--- src/rtl/pwfm_pkg.sv ---
// Package for the pulse width frequency meter.
// Holds the controller states, character and register codes, widths and the
// command and status structs shared by the controller, datapath and top level.
package pwfm_pkg;

  localparam int unsigned NUM_W      = 16;  // scale numerator / frequency width
  localparam int unsigned HOLD_W     = 20;  // holdoff counter width
  localparam int unsigned CHAR_W     = 8;
  localparam int unsigned CFG_IDX_W  = 2;
  localparam int unsigned CFG_DATA_W = 20;
  localparam int unsigned STEP_W     = $clog2(NUM_W);
  localparam int unsigned BCD_DIGITS = 5;
  localparam int unsigned BCD_W      = 4 * BCD_DIGITS;

  localparam logic [NUM_W-1:0]  SCALE_RESET   = 16'd3906;
  localparam logic [HOLD_W-1:0] HOLDOFF_RESET = 20'd1000000;

  localparam logic [CHAR_W-1:0] CH_ZERO = 8'd48;
  localparam logic [CHAR_W-1:0] CH_CR   = 8'd13;
  localparam logic [CHAR_W-1:0] CH_LF   = 8'd10;

  typedef enum logic [CFG_IDX_W-1:0] {
    CFG_SCALE   = 2'd0,
    CFG_HOLDOFF = 2'd1
  } cfg_reg_e;

  typedef enum logic [2:0] {
    CI_HUND = 3'd0,
    CI_TENS = 3'd1,
    CI_ONES = 3'd2,
    CI_CR   = 3'd3,
    CI_LF   = 3'd4
  } char_idx_e;

  typedef enum logic [2:0] {
    ST_WAIT_LOW  = 3'd0,
    ST_WAIT_RISE = 3'd1,
    ST_COUNT     = 3'd2,
    ST_HOLD      = 3'd3,
    ST_DIV       = 3'd4,
    ST_LOAD      = 3'd5,
    ST_SPLIT     = 3'd6,
    ST_EMIT      = 3'd7
  } state_e;

  typedef struct packed {
    logic clr_count;
    logic inc_count;
    logic load_hold;
    logic dec_hold;
    logic div_start;
    logic div_step;
    logic split_load;
    logic split_step;
    logic emit_adv;
  } dp_cmd_t;

  typedef struct packed {
    logic hold_zero;
    logic step_last;
    logic char_last;
  } dp_sts_t;

endpackage

--- src/rtl/pulse_width_frequency_meter_top.sv ---
// Pulse width frequency meter, top level.
// Joins pwfm_ctrl and pwfm_dp; uses pwfm_pkg for types and constants.
//
// Takes one pin sample per word on the input channel. It waits for a low
// sample, then a rising edge, then counts prescaled ticks (PRESCALE samples
// per tick, COUNT_BITS-bit count that wraps) while the pin stays high. On
// the falling edge it divides scale_numerator by the tick count (a zero count
// gives scale_numerator) and sends five words: hundreds, tens and ones as
// ASCII digits (hundreds is frequency/100 modulo 256, unclamped), then CR and
// LF, with last_char_o marking the LF. The next holdoff_ticks samples are
// then consumed and ignored. Rate: one sample per cycle while measuring and
// in holdoff. After the falling-edge sample the input stalls for the report:
// the restoring divider (one quotient bit per cycle), a load state, the
// binary to BCD converter and the output words, which wait out any output
// stall. The configuration port is always ready; write it only while the
// meter is idle.
module pulse_width_frequency_meter_top #(
  parameter int unsigned PRESCALE   = 256,
  parameter int unsigned COUNT_BITS = 8
) (
  input  logic                            clk_i,
  input  logic                            rst_ni,
  input  logic                            in_valid_i,
  output logic                            in_stall_o,
  input  logic                            pin_level_i,
  output logic                            out_valid_o,
  input  logic                            out_stall_i,
  output logic [pwfm_pkg::CHAR_W-1:0]     out_char_o,
  output logic                            last_char_o,
  input  logic                            cfg_valid_i,
  output logic                            cfg_ready_o,
  input  logic [pwfm_pkg::CFG_IDX_W-1:0]  cfg_index_i,
  input  logic [pwfm_pkg::CFG_DATA_W-1:0] cfg_data_i
);

  pwfm_pkg::dp_cmd_t cmd;
  pwfm_pkg::dp_sts_t sts;

  // configuration writes never wait
  assign cfg_ready_o = 1'b1;

  pwfm_ctrl u_ctrl (
    .clk_i       (clk_i),
    .rst_ni      (rst_ni),
    .in_valid_i  (in_valid_i),
    .pin_level_i (pin_level_i),
    .out_stall_i (out_stall_i),
    .sts_i       (sts),
    .cmd_o       (cmd),
    .in_stall_o  (in_stall_o),
    .out_valid_o (out_valid_o)
  );

  pwfm_dp #(
    .PRESCALE   (PRESCALE),
    .COUNT_BITS (COUNT_BITS)
  ) u_dp (
    .clk_i       (clk_i),
    .rst_ni      (rst_ni),
    .cfg_we_i    (cfg_valid_i && cfg_ready_o),
    .cfg_index_i (cfg_index_i),
    .cfg_data_i  (cfg_data_i),
    .cmd_i       (cmd),
    .sts_o       (sts),
    .out_char_o  (out_char_o),
    .last_char_o (last_char_o)
  );

`ifndef SYNTHESIS
  // hold the input off while a report is being sent
  a_no_input_during_report: assert property (@(posedge clk_i) disable iff (!rst_ni)
    out_valid_o |-> in_stall_o)
    else $error("input taken while a report is pending");

  // the marked word is always the line feed
  a_last_is_lf: assert property (@(posedge clk_i) disable iff (!rst_ni)
    (out_valid_o && last_char_o) |-> (out_char_o == pwfm_pkg::CH_LF))
    else $error("last word is not a line feed");

  // drop valid once the line feed has gone
  a_report_ends: assert property (@(posedge clk_i) disable iff (!rst_ni)
    (out_valid_o && !out_stall_i && last_char_o) |=> !out_valid_o)
    else $error("output continues past the line feed");
`endif

endmodule

--- src/rtl/pwfm_ctrl.sv ---
// Controller of the pulse width frequency meter.
// Sequences edge detection, division, decimal split, output and holdoff; depends on
// pwfm_pkg for states and the command and status structs.
module pwfm_ctrl (
  input  logic              clk_i,
  input  logic              rst_ni,
  input  logic              in_valid_i,
  input  logic              pin_level_i,
  input  logic              out_stall_i,
  input  pwfm_pkg::dp_sts_t sts_i,
  output pwfm_pkg::dp_cmd_t cmd_o,
  output logic              in_stall_o,
  output logic              out_valid_o
);

  pwfm_pkg::state_e state_q, state_d;
  logic             in_acc;
  logic             out_acc;

  always_ff @(posedge clk_i or negedge rst_ni) begin
    if (!rst_ni) begin
      state_q <= pwfm_pkg::ST_WAIT_LOW;
    end else begin
      state_q <= state_d;
    end
  end

  always_comb begin
    state_d     = state_q;
    cmd_o       = '0;
    in_stall_o  = 1'b0;
    out_valid_o = 1'b0;
    in_acc      = in_valid_i;
    out_acc     = 1'b0;
    unique case (state_q)
      pwfm_pkg::ST_WAIT_LOW: begin
        if (in_acc && !pin_level_i) begin
          state_d = pwfm_pkg::ST_WAIT_RISE;
        end
      end
      pwfm_pkg::ST_WAIT_RISE: begin
        if (in_acc && pin_level_i) begin
          cmd_o.clr_count = 1'b1;
          state_d         = pwfm_pkg::ST_COUNT;
        end
      end
      pwfm_pkg::ST_COUNT: begin
        if (in_acc) begin
          if (pin_level_i) begin
            cmd_o.inc_count = 1'b1;
          end else begin
            cmd_o.load_hold = 1'b1;
            cmd_o.div_start = 1'b1;
            state_d         = pwfm_pkg::ST_DIV;
          end
        end
      end
      pwfm_pkg::ST_HOLD: begin
        if (in_acc) begin
          if (!sts_i.hold_zero) begin
            cmd_o.dec_hold = 1'b1;
          end else if (!pin_level_i) begin
            state_d = pwfm_pkg::ST_WAIT_RISE;
          end else begin
            state_d = pwfm_pkg::ST_WAIT_LOW;
          end
        end
      end
      pwfm_pkg::ST_DIV: begin
        in_stall_o     = 1'b1;
        in_acc         = 1'b0;
        cmd_o.div_step = 1'b1;
        if (sts_i.step_last) begin
          state_d = pwfm_pkg::ST_LOAD;
        end
      end
      pwfm_pkg::ST_LOAD: begin
        in_stall_o       = 1'b1;
        in_acc           = 1'b0;
        cmd_o.split_load = 1'b1;
        state_d          = pwfm_pkg::ST_SPLIT;
      end
      pwfm_pkg::ST_SPLIT: begin
        in_stall_o       = 1'b1;
        in_acc           = 1'b0;
        cmd_o.split_step = 1'b1;
        if (sts_i.step_last) begin
          state_d = pwfm_pkg::ST_EMIT;
        end
      end
      pwfm_pkg::ST_EMIT: begin
        in_stall_o     = 1'b1;
        in_acc         = 1'b0;
        out_valid_o    = 1'b1;
        out_acc        = !out_stall_i;
        cmd_o.emit_adv = out_acc;
        if (out_acc && sts_i.char_last) begin
          state_d = pwfm_pkg::ST_HOLD;
        end
      end
      default: begin
        state_d = pwfm_pkg::ST_WAIT_LOW;
      end
    endcase
  end

endmodule

--- src/rtl/pwfm_dp.sv ---
// Datapath of the pulse width frequency meter.
// Holds config registers, prescaler, tick and holdoff counters, the restoring
// divider, the binary to BCD converter and the character select; uses pwfm_pkg.
module pwfm_dp #(
  parameter int unsigned PRESCALE   = 256,
  parameter int unsigned COUNT_BITS = 8
) (
  input  logic                                clk_i,
  input  logic                                rst_ni,
  input  logic                                cfg_we_i,
  input  logic [pwfm_pkg::CFG_IDX_W-1:0]      cfg_index_i,
  input  logic [pwfm_pkg::CFG_DATA_W-1:0]     cfg_data_i,
  input  pwfm_pkg::dp_cmd_t                   cmd_i,
  output pwfm_pkg::dp_sts_t                   sts_o,
  output logic [pwfm_pkg::CHAR_W-1:0]         out_char_o,
  output logic                                last_char_o
);

  localparam int unsigned PS_W = $clog2(PRESCALE + 1);
  localparam logic [PS_W-1:0] PS_TOP = PS_W'(PRESCALE);
  localparam int unsigned NW = pwfm_pkg::NUM_W;

  logic [NW-1:0]                  scale_q;
  logic [pwfm_pkg::HOLD_W-1:0]    holdoff_q;
  logic [PS_W-1:0]                ps_q;
  logic [PS_W-1:0]                ps_inc;
  logic [COUNT_BITS-1:0]          ticks_q;
  logic [pwfm_pkg::HOLD_W-1:0]    hold_q;
  logic [pwfm_pkg::STEP_W-1:0]    step_q;
  logic [COUNT_BITS-1:0]          rem_q;
  logic [NW-1:0]                  quo_q;
  logic [COUNT_BITS:0]            shifted;
  logic [COUNT_BITS+1:0]          diff;
  logic [pwfm_pkg::BCD_W-1:0]     bcd_q;
  logic [pwfm_pkg::BCD_W-1:0]     bcd_adj;
  logic [2:0]                     chr_q;
  logic [9:0]                     hund_full;
  logic [pwfm_pkg::CHAR_W-1:0]    hund;

  // configuration registers
  always_ff @(posedge clk_i or negedge rst_ni) begin
    if (!rst_ni) begin
      scale_q   <= pwfm_pkg::SCALE_RESET;
      holdoff_q <= pwfm_pkg::HOLDOFF_RESET;
    end else if (cfg_we_i) begin
      unique case (cfg_index_i)
        pwfm_pkg::CFG_SCALE:   scale_q   <= cfg_data_i[NW-1:0];
        pwfm_pkg::CFG_HOLDOFF: holdoff_q <= cfg_data_i[pwfm_pkg::HOLD_W-1:0];
        default: ;
      endcase
    end
  end

  assign ps_inc = ps_q + PS_W'(1);

  // prescaler, tick and holdoff counters
  always_ff @(posedge clk_i or negedge rst_ni) begin
    if (!rst_ni) begin
      ps_q    <= '0;
      ticks_q <= '0;
      hold_q  <= '0;
    end else begin
      if (cmd_i.clr_count) begin
        ps_q    <= '0;
        ticks_q <= '0;
      end else if (cmd_i.inc_count) begin
        if (ps_inc == PS_TOP) begin
          ps_q    <= '0;
          ticks_q <= ticks_q + COUNT_BITS'(1);
        end else begin
          ps_q <= ps_inc;
        end
      end
      if (cmd_i.load_hold) begin
        hold_q <= holdoff_q;
      end else if (cmd_i.dec_hold) begin
        hold_q <= hold_q - pwfm_pkg::HOLD_W'(1);
      end
    end
  end

  // restoring divider step
  assign shifted = {rem_q, quo_q[NW-1]};
  assign diff    = {1'b0, shifted} - {2'b00, ticks_q};

  // double dabble add-3 correction on each digit
  always_comb begin
    for (int i = 0; i < pwfm_pkg::BCD_DIGITS; i++) begin
      if (bcd_q[4*i +: 4] >= 4'd5) begin
        bcd_adj[4*i +: 4] = bcd_q[4*i +: 4] + 4'd3;
      end else begin
        bcd_adj[4*i +: 4] = bcd_q[4*i +: 4];
      end
    end
  end

  always_ff @(posedge clk_i) begin
    if (cmd_i.div_start) begin
      rem_q <= '0;
      quo_q <= scale_q;
    end else if (cmd_i.div_step) begin
      if (!diff[COUNT_BITS+1]) begin
        rem_q <= diff[COUNT_BITS-1:0];
        quo_q <= {quo_q[NW-2:0], 1'b1};
      end else begin
        rem_q <= shifted[COUNT_BITS-1:0];
        quo_q <= {quo_q[NW-2:0], 1'b0};
      end
    end else if (cmd_i.split_load) begin
      // a zero tick count gives the numerator itself
      if (ticks_q == '0) begin
        quo_q <= scale_q;
      end
      bcd_q <= '0;
    end else if (cmd_i.split_step) begin
      bcd_q <= {bcd_adj[pwfm_pkg::BCD_W-2:0], quo_q[NW-1]};
      quo_q <= {quo_q[NW-2:0], 1'b0};
    end
  end

  always_ff @(posedge clk_i or negedge rst_ni) begin
    if (!rst_ni) begin
      step_q <= '0;
      chr_q  <= '0;
    end else begin
      if (cmd_i.div_start || cmd_i.split_load) begin
        step_q <= '0;
      end else if (cmd_i.div_step || cmd_i.split_step) begin
        step_q <= step_q + pwfm_pkg::STEP_W'(1);
      end
      if (cmd_i.split_load) begin
        chr_q <= pwfm_pkg::CI_HUND;
      end else if (cmd_i.emit_adv) begin
        chr_q <= chr_q + 3'd1;
      end
    end
  end

  // hundreds is frequency / 100 taken modulo 256, not clamped to one digit
  assign hund_full = 10'(bcd_q[19:16]) * 10'd100 + 10'(bcd_q[15:12]) * 10'd10
                   + 10'(bcd_q[11:8]);
  assign hund      = hund_full[pwfm_pkg::CHAR_W-1:0];

  always_comb begin
    last_char_o = 1'b0;
    unique case (chr_q)
      pwfm_pkg::CI_HUND: out_char_o = hund + pwfm_pkg::CH_ZERO;
      pwfm_pkg::CI_TENS: out_char_o = {4'd0, bcd_q[7:4]} + pwfm_pkg::CH_ZERO;
      pwfm_pkg::CI_ONES: out_char_o = {4'd0, bcd_q[3:0]} + pwfm_pkg::CH_ZERO;
      pwfm_pkg::CI_CR:   out_char_o = pwfm_pkg::CH_CR;
      pwfm_pkg::CI_LF: begin
        out_char_o  = pwfm_pkg::CH_LF;
        last_char_o = 1'b1;
      end
      default: out_char_o = pwfm_pkg::CH_LF;
    endcase
  end

  assign sts_o.hold_zero = (hold_q == '0);
  assign sts_o.step_last = (step_q == pwfm_pkg::STEP_W'(NW - 1));
  assign sts_o.char_last = (chr_q == pwfm_pkg::CI_LF);

endmodule
--- config.mk ---
export PLATFORM = sky130hd
export DESIGN_NAME = pulse_width_frequency_meter_top
export DESIGN_NICKNAME = d
export VERILOG_FILES = /design/src/rtl/pwfm_pkg.sv /design/src/rtl/pulse_width_frequency_meter_top.sv /design/src/rtl/pwfm_ctrl.sv /design/src/rtl/pwfm_dp.sv
export SDC_FILE = /design/constraint.sdc
export NUM_CORES = 1
export LEC_CHECK = 0
export BUFFER_PORTS_ARGS = -buffer_cell sky130_fd_sc_hd__buf_2
export CORE_MARGIN = 2
export CORE_UTILIZATION = 35
export DETAILED_ROUTE_END_ITERATION = 16
export PLACE_DENSITY = 0.56
export SYNTH_ARGS = -nofsm -noshare
export SYNTH_HDL_FRONTEND = slang
export SYNTH_SLANG_ARGS = --single-unit
--- constraint.sdc ---
create_clock -name clk_i -period 5.3 [get_ports clk_i]
set_clock_uncertainty 0.1 [all_clocks]
set_input_delay 0.265 -clock clk_i [delete_from_list [all_inputs] [get_ports clk_i]]
set_output_delay 0.265 -clock clk_i [all_outputs]
set_load 0.02 [all_outputs]
# == After elaboration in Yosys (flattened, before gate mapping) ==
# Index checks and enable logic that the tools add are counted.
# op_classes
multipliers,2
add_sub_neg,16
n_lt_le_gt_ge,5
n_eq_ne,24
bitwise_logic,2
muxes,55
n_reduce_logical,26
# op_table
operator,count
$mux W16,5
$mux W20,3
$mux W3,12
$mux W8,4
$pmux W8 S4,1
$mux W9,3
$mux W4,6
$pmux W3 S8,1
$ge A4 B3 Y1 const B,5
$logic_not A20 Y1,1
$sub A20 B1 Y20 const B,1
$mux W1,18
$add A4 B2 Y4 const B,4
$eq A3 B3 Y1 const B,5
$add A4 B6 Y7 const B,2
$eq A3 B2 Y1 const B,4
$reduce_bool A2 Y1,6
$ne A2 B2 Y1 const B,5
$sub A9 B8 Y10,1
$add A9 B1 Y9 const B,1
$eq A9 B9 Y1 const B,1
$reduce_and A9 Y1,1
$add A8 B1 Y8 const B,1
$add A8 B4 Y8,1
24 further kinds,38
# word_totals
elab_cells,141
out_inout_bits,12
reg_bits,127
input_bits,28

# == Logic depth before layout (Yosys ltp) ==
# Gate-level depths: netlist of the first run.
# logic_depth
ltp_word,6
mapped_depth,11
ltp_nobuf,11

# == Modules after synthesis ==
# A second synthesis of the first run with hierarchy kept.
# hier_totals
hier_cells,707
hier_area_um2,7392.1
# by_module_without_submodules
mod,seq_area_each_um2,cells_per_inst,area_each_um2,instances
pwfm_dp,3259.4,669,7070.5,1
pwfm_ctrl,75.1,36,310.3,1
pulse_width_frequency_meter_top,0.0,2,11.3,1

# == Worst setup path after synthesis of the first run ==
# Ideal clock, no wire load.
# synth_path
path_kind,flip-flop to output port
start,register u_dp.bcd_q[15] (netlist name)
end,output port out_char_o[7] (netlist name)
slack_ns,2.264
n_path_buf,0
required_ns,4.935
stages_incl_launch_ff,12
arrival_time_ns,2.671
path_cell_list,edfxtp_1 > ha_1 > ha_1 > inv_1 > fa_1 > xnor2_1 > ha_1 > ha_1 > a21oi_1 > o21ai_0 > xnor2_1 > and3_1
# synth_between
elab_chain_len,5
# synth_rtl
item,line,source
from (decl),pwfm_dp.sv:34,logic [pwfm_pkg::BCD_W-1:0] bcd_q;
from (signal assigned),pwfm_dp.sv:116,"bcd_q <= {bcd_adj[pwfm_pkg::BCD_W-2:0], quo_q[NW-1]};"
$mul A4 B3 Y7,pwfm_dp.sv:140,assign hund_full = 10'(bcd_q[19:16]) * 10'd100 + 10'(bcd_q[15:12]) * 10'd10
$add A8 B8 Y8,pwfm_dp.sv:140,
$add A8 B4 Y8,pwfm_dp.sv:141,+ 10'(bcd_q[11:8]);
$add A8 B6 Y8,pwfm_dp.sv:147,pwfm_pkg::CI_HUND: out_char_o = hund + pwfm_pkg::CH_ZERO;
$pmux W8 S4,pwfm_dp.sv:146,unique case (chr_q)
to (decl),pulse_width_frequency_meter_top.sv:28,"output logic [pwfm_pkg::CHAR_W-1:0] out_char_o,"
# No other way between the ends.

# == Final worst setup path of the first run ==
# Ends and elaborated chain as after synthesis.

==> impl_results.md, run 1 <==
* Hold Path Depth at 2
* Tcrit/Tclk final at 0.692
* Crit-path max FO at 6
* PD cells at 497 nW/µm²
* Unique cell type count in the Yosys netlist at 67
* Htree depth at 4
* FMAX at 0.273 GHz
* Post-CTS Setup Inserts at 0
* Reg2reg start: u_ctrl.state_q[1]
* Clk buf depth at 2
* Worst EP arrival at roughly 3300 ps
* Worst-Skew Late Latency at approximately 420 ps
* Total Die Area at 22,100 µm²
* Required @ worst endpoint at 4930 ps
* Total track usage at 0.152
* Register area share after synthesis at 0.454
* IO buf count at 38
* Average size of a mapped cell at 10.2 µm²
* Routability congestion estimate at 0.790
* Worst Hold Class: input pin to register
* Commonest non-fill, non-tap cell in the layout: dfrtp_1
* Vias in the first global route at 5,290
* Crit path kind: register to output port
* Die width at 149 µm
* Min Hold Slack at 20.6 ps
* Final net count at between 800 and 900
* Clock buffer count from CTS at 17
* Die H at 149 µm
* Grt ovf at 0
* Antenna diodes at 0
* Sink Count at about 130
* Wirelength per Cell at 15.0 µm
* Largest net degree at the start of global routing at 59
* Setup_tns at 0 ps
* Final setup fails at 0
* # DRC at 0
* Core Box Area at 20,400 µm²
* CP Cell Sequence: ha_1 -> ha_1 -> inv_1 -> fa_1 -> xnor2_1 -> ha_1 -> ha_1 -> a21oi_1 -> o21ai_0 -> xnor2_1 -> and3_1 -> buf_2
* Maxcap violations at 0
* CTS Hold Bufs at 20
* Post-Syn Area at 7340 µm²
* DRT iter0 DRCs at 358
* Clk slew on worst S/H paths at approximately 60 ps
* Most used DFF post-synth: dfrtp_1
* Synthesis-stage register bit count at 127
* Area grow syn2layout at 18.0%
* Crit path top cell by count: ha_1
* Post-cts sizing count at 0
* Hold Crit Start: cfg_data_i[0]
* Post-detail-place hpwl at 10,800 µm
* Fraction of layout cells with a size suffix above 1 at 0.193
* Drt total wl at 15,800 µm
* First-pass GRT wire length at 26,500 µm
* CP startpoint: u_dp.bcd_q[15]
* Fin. Hold Viols at 0
* RSZ-0062 raised after global routing: false
* Worst Tran Pin Value at approximately 1100 ps
* Initial antenna violation count at 0
* CTS tree: done
* Most frequent cells in the layout: 70 x dfrtp_1, 63 x nor2_1, 54 x mux2_2
* Root buffer cell: clkbuf_16
* Synthesized Nets at 796
* Critical path's largest stage delay at between 400 and 500 ps
* # rows at 52
* Worst setup EP type: output port
* Num ports at 40
* Post-route minimum period at 3670 ps
* ANT nets after route at 0
* Async set-reset flop share out of synthesis at 0.654
* Status: finished clean
* Slowest-stage cell, CP: edfxtp_1
* Peak supply drop at 0.337 mV
* FF-to-FF path depth at 4
* Via density at 5.08
* Max transition margin at 0.263
* Number of flops mapped to enable cells by yosys at 36
* Synth warn at 0
* Slew Viols, Final at 0
* P_leak at 0.00364 µW
* First-pass iteration count of the detailed router at 7
* Via count at 5,366
* Critical Path Start Type: register
* Initial Util at 0.359
* Synth Instances at 718
through the flow:
step	util	worst slack [ps]	area [µm²]	cells	total power, µW
floorplan	-	2260	7340	718	2650
global placement	0.382	2130	7810	1005	3010
detailed placement	0.382	2070	7810	1005	3020
CTS	0.424	1610	8660	1057	4350
finish	0.424	1630	8660	1057	4310
global route	0.424	1370	8660	1057	4620
registers in the layout (all words and copies together) (netlist names), 3 cells and up, named ones only:
signal	count
u_dp.scale_q	16
u_dp.hold_q	20
u_dp.ticks_q	8
u_dp.bcd_q	20
u_dp.step_q	4
u_dp.quo_q	16
u_dp.chr_q	3
u_dp.holdoff_q	20
u_dp.ps_q	9
u_dp.rem_q	8
cell type report:
class,instances,area [µm²]
Clock buffer,23,499
Clock inverter,9,150
Fill cell,1999,11800
Inverter,45,169
Multi-Input combinational cell,520,3740
Sequential cell,127,3330
Tap cell,270,338
Timing Repair Buffer,63,430
worst max-delay path: cells and delay by family (launching register included):
family          cells  cell delay, ps
compound gates      2             250
xor+xnor            2             340
fa+ha+maj           5            1450
buf+inv             2             210
flops               1             480
simple gates        1             150
synth_stat cells, drive strengths merged (5+ instances only):
master | n | area, µm²
nand3 | 13 | 70.1
and2 | 5 | 31.3
edfxtp | 36 | 1080
nand4 | 6 | 37.5
nor2 | 63 | 236
o21ai | 44 | 220
inv | 45 | 169
nor3 | 21 | 105
or2 | 5 | 31.3
nand2 | 51 | 191
and3 | 8 | 55.1
xnor2 | 27 | 236
dfstp | 13 | 342
a21oi | 46 | 230
a21o | 6 | 45.0
dfxtp | 8 | 160
mux2i | 10 | 100
fa | 5 | 100
nor2b | 7 | 43.8
o211ai | 7 | 52.6
xor2 | 8 | 70.1
ha | 45 | 563
buf | 7 | 42.5
nor4 | 12 | 75.1
nand2b | 9 | 56.3
mux2 | 54 | 608
clkbuf | 19 | 71.3
dfrtp | 70 | 1750
or3 | 8 | 50.1
routing by layer:
metal,wire length (µm),GRT usage,vias up,share of wire
met2,7690,0.258,73,0.49
li1,-,-,2694,-
met5,0,0,-,0
met1,7570,0.194,2581,0.48
met3,392,0.0306,18,0.025
met4,180,0.0514,0,0.011
power by group:
part / internal, µW / switching [µW]
registers: 1320 / 229
clock network: 852 / 439
logic: 664 / 804
total: 2830 / 1470
path summary, 6_finish.rpt:
kind                                         to  slack, ps
worst max-delay path              out_char_o[7]       1630
worst min-delay path            u_dp.scale_q[0]         20
worst max register to register   u_dp.quo_q[13]       2330
worst min register to register   u_dp.hold_q[7]        370
max in group asynchronous       u_dp.ticks_q[7]       3810
min in group asynchronous       u_dp.scale_q[5]        200
kinds of logic after synthesis:
group,count (synthesis),synth area share
DFF,127,0.454
and+or+nand+nor,225,0.156
other,1,0.000511
AOI/OAI and AO/OA,145,0.122
adders and majority gates,50,0.0904
buffers and inverters,71,0.0385
xor gates and xnor gates,35,0.0418
muxes,64,0.0965
No activity file was read; power rests on OpenSTA's default activity.
==> run 2: changes to the inputs <==
Clock period 5.3 ns to 3.77 ns, I/O delays scaled along.
==> run 2 against run 1 <==
- sequential share of layout area down 0.18 points
- hold slack better by 25 ps
- sequential power up 39%
- via count up 1.2%
- global-route usage up 0.094 points
- count of clock-buffer cells in the layout down 4
- largest power group unchanged
- design area up 0.46%
==> impl_results.md, run 2 (synthesized netlist as in run 1, its figures left out) <==
* Status: finished clean
* Sw frac at 0.346 (+0.00451)
* Crit path max-delay family: adder cells
* Total track usage at 0.153 (+0.000942)
* CP Cell Sequence: ha_1 -> ha_1 -> inv_1 -> fa_1 -> xnor2_1 -> ha_1 -> ha_1 -> a21oi_1 -> o21ai_0 -> xnor2_1 -> and3_1 -> buf_2
* Reg2reg start: u_dp.ticks_q[5]
* Wirelength per Cell at 14.8 µm (-1.4%)
* Max transition margin at 0.287 (+0.0240)
* Vias in the first global route at 5,363 (+1.4%)
* Die width at 149 µm (unchanged)
* Critical path's largest stage delay at 440 ps (-40 ps)
* Most frequent cells in the layout: 70 x dfrtp_1, 63 x nor2_1, 54 x mux2_2
* CP Buf/Inv Count at 2 (unchanged)
* Post-detail-place hpwl at 10,600 µm (-1.4%)
* Top Registers: u_dp.bcd_q (20), u_dp.hold_q (20), u_dp.holdoff_q (20)
* Post-route minimum period at 3510 ps
* Reg-to-Reg End: u_dp.rem_q[6]
* # rows at 52 (unchanged)
* Commonest non-fill, non-tap cell in the layout: dfrtp_1
* Area grow syn2layout at 18.6%
* Worst EP arrival at 3230 ps (-70 ps)
* Slowest-stage cell, CP: edfxtp_1
* Htree depth at 4 (unchanged)
* Tcrit/Tclk final at 0.932
* CTS tree: done
* Fin util at 0.426 (+0.00196)
* Worst Hold Class: input pin to register
* Total Die Area at 22,100 µm² (unchanged)
* Total power at 6000 µW (+39%)
* Hold Path Depth at 3 (+1)
* Final Worst Setup Slack at 256 ps (-1380 ps)
* Core Box Area at 20,400 µm² (unchanged)
* P_leak at 0.00366 µW (+0.66%)
* Crit path top cell by count: ha_1
* Fin. Hold Viols at 0 (unchanged)
* FF-to-FF path depth at 8 (+4)
* Crit path kind: register to output port
* Critical Path Start Type: register
* Sw Pwr at 2080 µW (+41%)
* Initial antenna violation count at 0 (unchanged)
* IO buf count at 38 (unchanged)
* Initial Util at 0.359 (unchanged)
* Root buffer cell: clkbuf_16
* Hold EP: u_dp.chr_q[2]
* Drt total wl at 15,700 µm (-0.56%)
* # DRC at 0 (unchanged)
* First-pass GRT wire length at 26,800 µm (+1.2%)
* DP Worst Slack at 652 ps (-1420 ps)
* Peak supply drop at 0.454 mV (+35%)
* Worst-Skew Late Latency at 420 ps (about the same)
* Largest net degree at the start of global routing at 71 (+20%)
* Final net count at 861 (+1.1%)
* Required @ worst endpoint at 3480 ps (-1450 ps)
* ANT nets after route at 0 (unchanged)
* Clk buf depth at 2 (unchanged)
* PD cells at 689 nW/µm² (+39%)
* Sink Count at 127 (unchanged)
* Maxcap violations at 0 (unchanged)
* Num ports at 40 (unchanged)
* Via count at 5,429 (+1.2%)
* Final setup fails at 0 (unchanged)
* Sequential power share at 0.360 (about the same)
* R2r setup slk at 1060 ps (-1270 ps)
* Crit-path max FO at 5 (-1)
* Setup_tns at 0 ps (unchanged)
* DRT iter0 DRCs at 375 (+4.7%)
* Die H at 149 µm (unchanged)
* RSZ-0062 raised after global routing: false
* Slew Viols, Final at 0 (unchanged)
* Layout fillers at 1,968 (-1.6%)
* Share of power burned in the clock network at 0.287 (-0.013)
* Grt ovf at 0 (unchanged)
* Clock buffer count from CTS at 17 (unchanged)
* Clk slew on worst S/H paths at 50 ps (about the same)
* Internal power at 3920 µW (+38%)
* Worst setup EP type: output port
* Hold Crit Start: out_stall_i
* Routability congestion estimate at 0.788 (-0.25%)
* Via density at 5.09 (+0.32%)
* Fraction of layout cells with a size suffix above 1 at 0.201 (+0.00787)
* FMAX at 0.285 GHz
* First-pass iteration count of the detailed router at 5 (-2)
* Antenna diodes at 0 (unchanged)
* Combinational power share at 0.353 (+0.012)
* Worst Tran Pin Value at 1070 ps (-39.2 ps)
==> run 2: power by group through the flow <==
stage | Clock [µW] | Combinational, µW | Sequential, µW
floorplan | 0 | 1660 | 2070
global placement | 0 | 2070 | 2180
detailed placement | 0 | 2090 | 2180
CTS | 1770 | 2130 | 2160
global route | 1830 | 2400 | 2210
finish | 1720 | 2110 | 2160
==> run 2: worst reg2reg max path: cells and delay by family, from the launching register on <==
family | cells | cell delay, ps
AOI/OAI and AO/OA | 4 | 1160
DFF | 1 | 430
and+or+nand+nor | 1 | 80
muxes | 1 | 270
buffers and inverters | 1 | 110
adders and majority gates | 1 | 430
==> run 2: layer usage <==
layer	vias up	GRT usage	wire, µm
li1	2709	-	-
met1	2618	0.201	7380
met2	91	0.256	7690
met3	11	0.0318	504
met4	0	0.0433	154
met5	-	0	0
==> run 2: worst max-delay path by stage <==
| stage | startpoint | depth (start not counted) | endpoint | slack [ps] |
|---|---|---|---|---|
| 6_report | u_dp.bcd_q[15] | 12 | out_char_o[7] | 260 |
| 3_3_place_gp | u_dp.bcd_q[15] | 12 | out_char_o[7] | 650 |
| 4_1_cts | u_dp.bcd_q[15] | 12 | out_char_o[7] | 190 |
| 5_1_grt | u_dp.bcd_q[15] | 12 | out_char_o[7] | 30 |
| 2_1_floorplan | u_dp.bcd_q[15] | 11 | out_char_o[7] | 810 |
| 3_5_place_dp | u_dp.bcd_q[15] | 12 | out_char_o[7] | 650 |
==> run 2: area by class of cell <==
cell class	count	area, µm²	share of cell area
repair buffers	72	500	0.0575
inverters	45	169	0.0194
flip-flops and latches	127	3330	0.383
well taps	270	338	0.0388
multi-input cells	520	3740	0.430
clock inverters	13	186	0.0214
clock buffers	19	433	0.0498
==> run 2: through the flow <==
stage	instance area [µm²]	cells	hold slack (ps)
final	8700	1066	45.2
after global routing	8700	1066	114
after CTS	8680	1063	18.6
after detailed placement	7850	1010	296
after global placement	7850	1010	292
after floorplan	7340	718	-207
==> run 2: timing repair <==
action                     in CTS  in global routing
hold buffers                   21                  0
buffers inserted                0                  3
hold endpoints to repair       96                  0
gates resized for setup         0                  0
setup endpoints to repair       0                  1
==> run 3: changes to the inputs <==
Settings changed: CTS_CLUSTER_SIZE set to 20, REMOVE_ABC_BUFFERS set to 1.
==> run 3 against run 2 <==
- sequential power barely moved
- largest cell class unchanged
- via count shrank 0.17%
- total power shrank 2.3%
- sequential cell count unchanged
- critical endpoint unchanged
- wire length decreased by 1.3%
- sequential share of layout area is 0.13 points higher
- utilization decreased by 0.15 points
==> impl_results.md, run 3 (synthesized netlist as in run 1, its figures left out) <==
* Status: finished clean
* Die width at 149 µm (unchanged)
* Post-detail-place hpwl at 10,900 µm (+2.5%)
* Die H at 149 µm (unchanged)
* Peak supply drop at 0.391 mV (-14%)
* Final non-filler cell total at 1,067 (+0.094%)
* RSZ-0062 raised after global routing: false
* Final net count at 862 (+0.12%)
* Initial Util at 0.359 (unchanged)
* Fin. Hold Viols at 0 (unchanged)
* Commonest non-fill, non-tap cell in the layout: dfrtp_1
* Area grow syn2layout at 18.1%
* Top Registers: u_dp.bcd_q (20), u_dp.hold_q (20), u_dp.holdoff_q (20)
* Setup_tns at 0 ps (unchanged)
* Max transition margin at 0.310 (+0.0229)
* Vias in the first global route at 5,305 (-1.1%)
* Via density at 5.08 (-0.26%)
* CTS tree: done
* Slew Viols, Final at 0 (unchanged)
* P_leak at 0.00363 µW (-0.79%)
* # DRC at 0 (unchanged)
* Sink Count at 127 (unchanged)
* Critical Path Start Type: register
* Worst-Skew Late Latency at 430 ps (about the same)
* Worst Tran Pin Value at 1030 ps (-34.3 ps)
* Post-route minimum period at 3510 ps (-8.39 ps)
* Drt total wl at 15,500 µm (-1.3%)
* Clock buffer count from CTS at 17 (unchanged)
* Total track usage at 0.150 (-0.00262)
* Clk buf depth at 2 (unchanged)
* PD cells at 676 nW/µm² (-1.9%)
* Total power at 5860 µW (-2.3%)
* Core Box Area at 20,400 µm² (unchanged)
* Placed cell count at 1,009 (-0.099%)
* Maxcap violations at 0 (unchanged)
* Antenna diodes at 0 (unchanged)
* DP Worst Slack at 577 ps (-75.3 ps)
* First-pass GRT wire length at 26,100 µm (-2.5%)
* DRT iter0 DRCs at 272 (-27%)
* Final setup fails at 0 (unchanged)
* IO buf count at 38 (unchanged)
* Initial antenna violation count at 0 (unchanged)
* First-pass iteration count of the detailed router at 7 (+2)
* Fraction of layout cells with a size suffix above 1 at 0.199 (-0.00151)
* Root buffer cell: clkbuf_16
* Worst setup EP type: output port
* ANT nets after route at 0 (unchanged)
* Via count at 5,420 (-0.17%)
* Most frequent cells in the layout: 70 x dfrtp_1, 63 x nor2_1, 54 x mux2_2
* Clk slew on worst S/H paths at 50 ps (about the same)
* Routability congestion estimate at 0.781 (-0.90%)
* FMAX at 0.285 GHz (+0.24%)
* Worst EP arrival at 3220 ps (about the same)
* Largest net degree at the start of global routing at 72 (+1.4%)
* Tcrit/Tclk final at 0.930 (-0.00222)
* Crit path kind: register to output port
* Total Die Area at 22,100 µm² (unchanged)
* Htree depth at 4 (unchanged)
* Grt ovf at 0 (unchanged)
* Num ports at 40 (unchanged)
* Final Worst Setup Slack at 264 ps (+8.38 ps)
* Worst Hold Class: input pin to register
* Required @ worst endpoint at 3480 ps (about the same)
* Wirelength per Cell at 14.5 µm (-1.4%)
* # rows at 52 (unchanged)
* Crit-path max FO at 5 (unchanged)
[run 3: area by class of cell]
cell class	count	area [µm²]
clock buffer	21	472
tap	270	338
timing repair buffer	73	510
inverter	45	169
multi-input combinational	520	3740
sequential	127	3330
fill	1988	11800
clock inverter	11	108
[run 3: layer usage]
layer / GRT usage / vias up / part of all wire
met4: 0.0562 / 0 / 0.012
met1: 0.203 / 2613 / 0.49
li1: - / 2710 / -
met2: 0.235 / 84 / 0.46
met5: 0 / - / 0
met3: 0.0352 / 13 / 0.037
[run 3: critical path: stages, from the launching register on]
cell and delay (ps):
edfxtp_1 450, ha_1 310, ha_1 160, inv_1 50, fa_1 380, xnor2_1 140
ha_1 280, ha_1 340, a21oi_1 130, o21ai_1 90, xnor2_1 150, and3_1 160
buf_2 150
[run 3: report_power, final]
group	switching, µW	total, µW	internal [µW]	leakage, µW
sequential	301	2150	1850	0.00142
combinational	1160	2120	963	0.00194
clock	623	1590	967	0.000269
[run 3: path summary, 6_finish.rpt]
kind	to	startpoint	slack [ps]	depth (start not counted)
max in group asynchronous	u_dp.ps_q[0]	rst_ni	2480	3
max	out_char_o[7]	u_dp.bcd_q[15]	260	12
min in group asynchronous	u_dp.scale_q[7]	rst_ni	340	2
max reg2reg	u_dp.rem_q[5]	u_dp.ticks_q[5]	1040	8
min	u_ctrl.state_q[0]	pin_level_i	100	3
min reg2reg	u_dp.hold_q[2]	u_dp.holdoff_q[2]	380	2
[run 3: repair_timing]
item	in CTS	in global routing
gates resized for setup	0	1
endpoints found under the hold margin	94	0
buffers inserted	0	4
hold buffers	22	0
endpoints found under the setup margin	0	1
[run 3: through the flow]
step / area, µm² / utilization / hold WS [ps]
5_1_grt: 8670 / 0.424 / 94.9
4_1_cts: 8640 / 0.423 / 83.1
3_3_place_gp: 7840 / 0.384 / 296
3_5_place_dp: 7840 / 0.384 / 293
2_1_floorplan: 7220 / - / -207
6_report: 8670 / 0.424 / 96.5
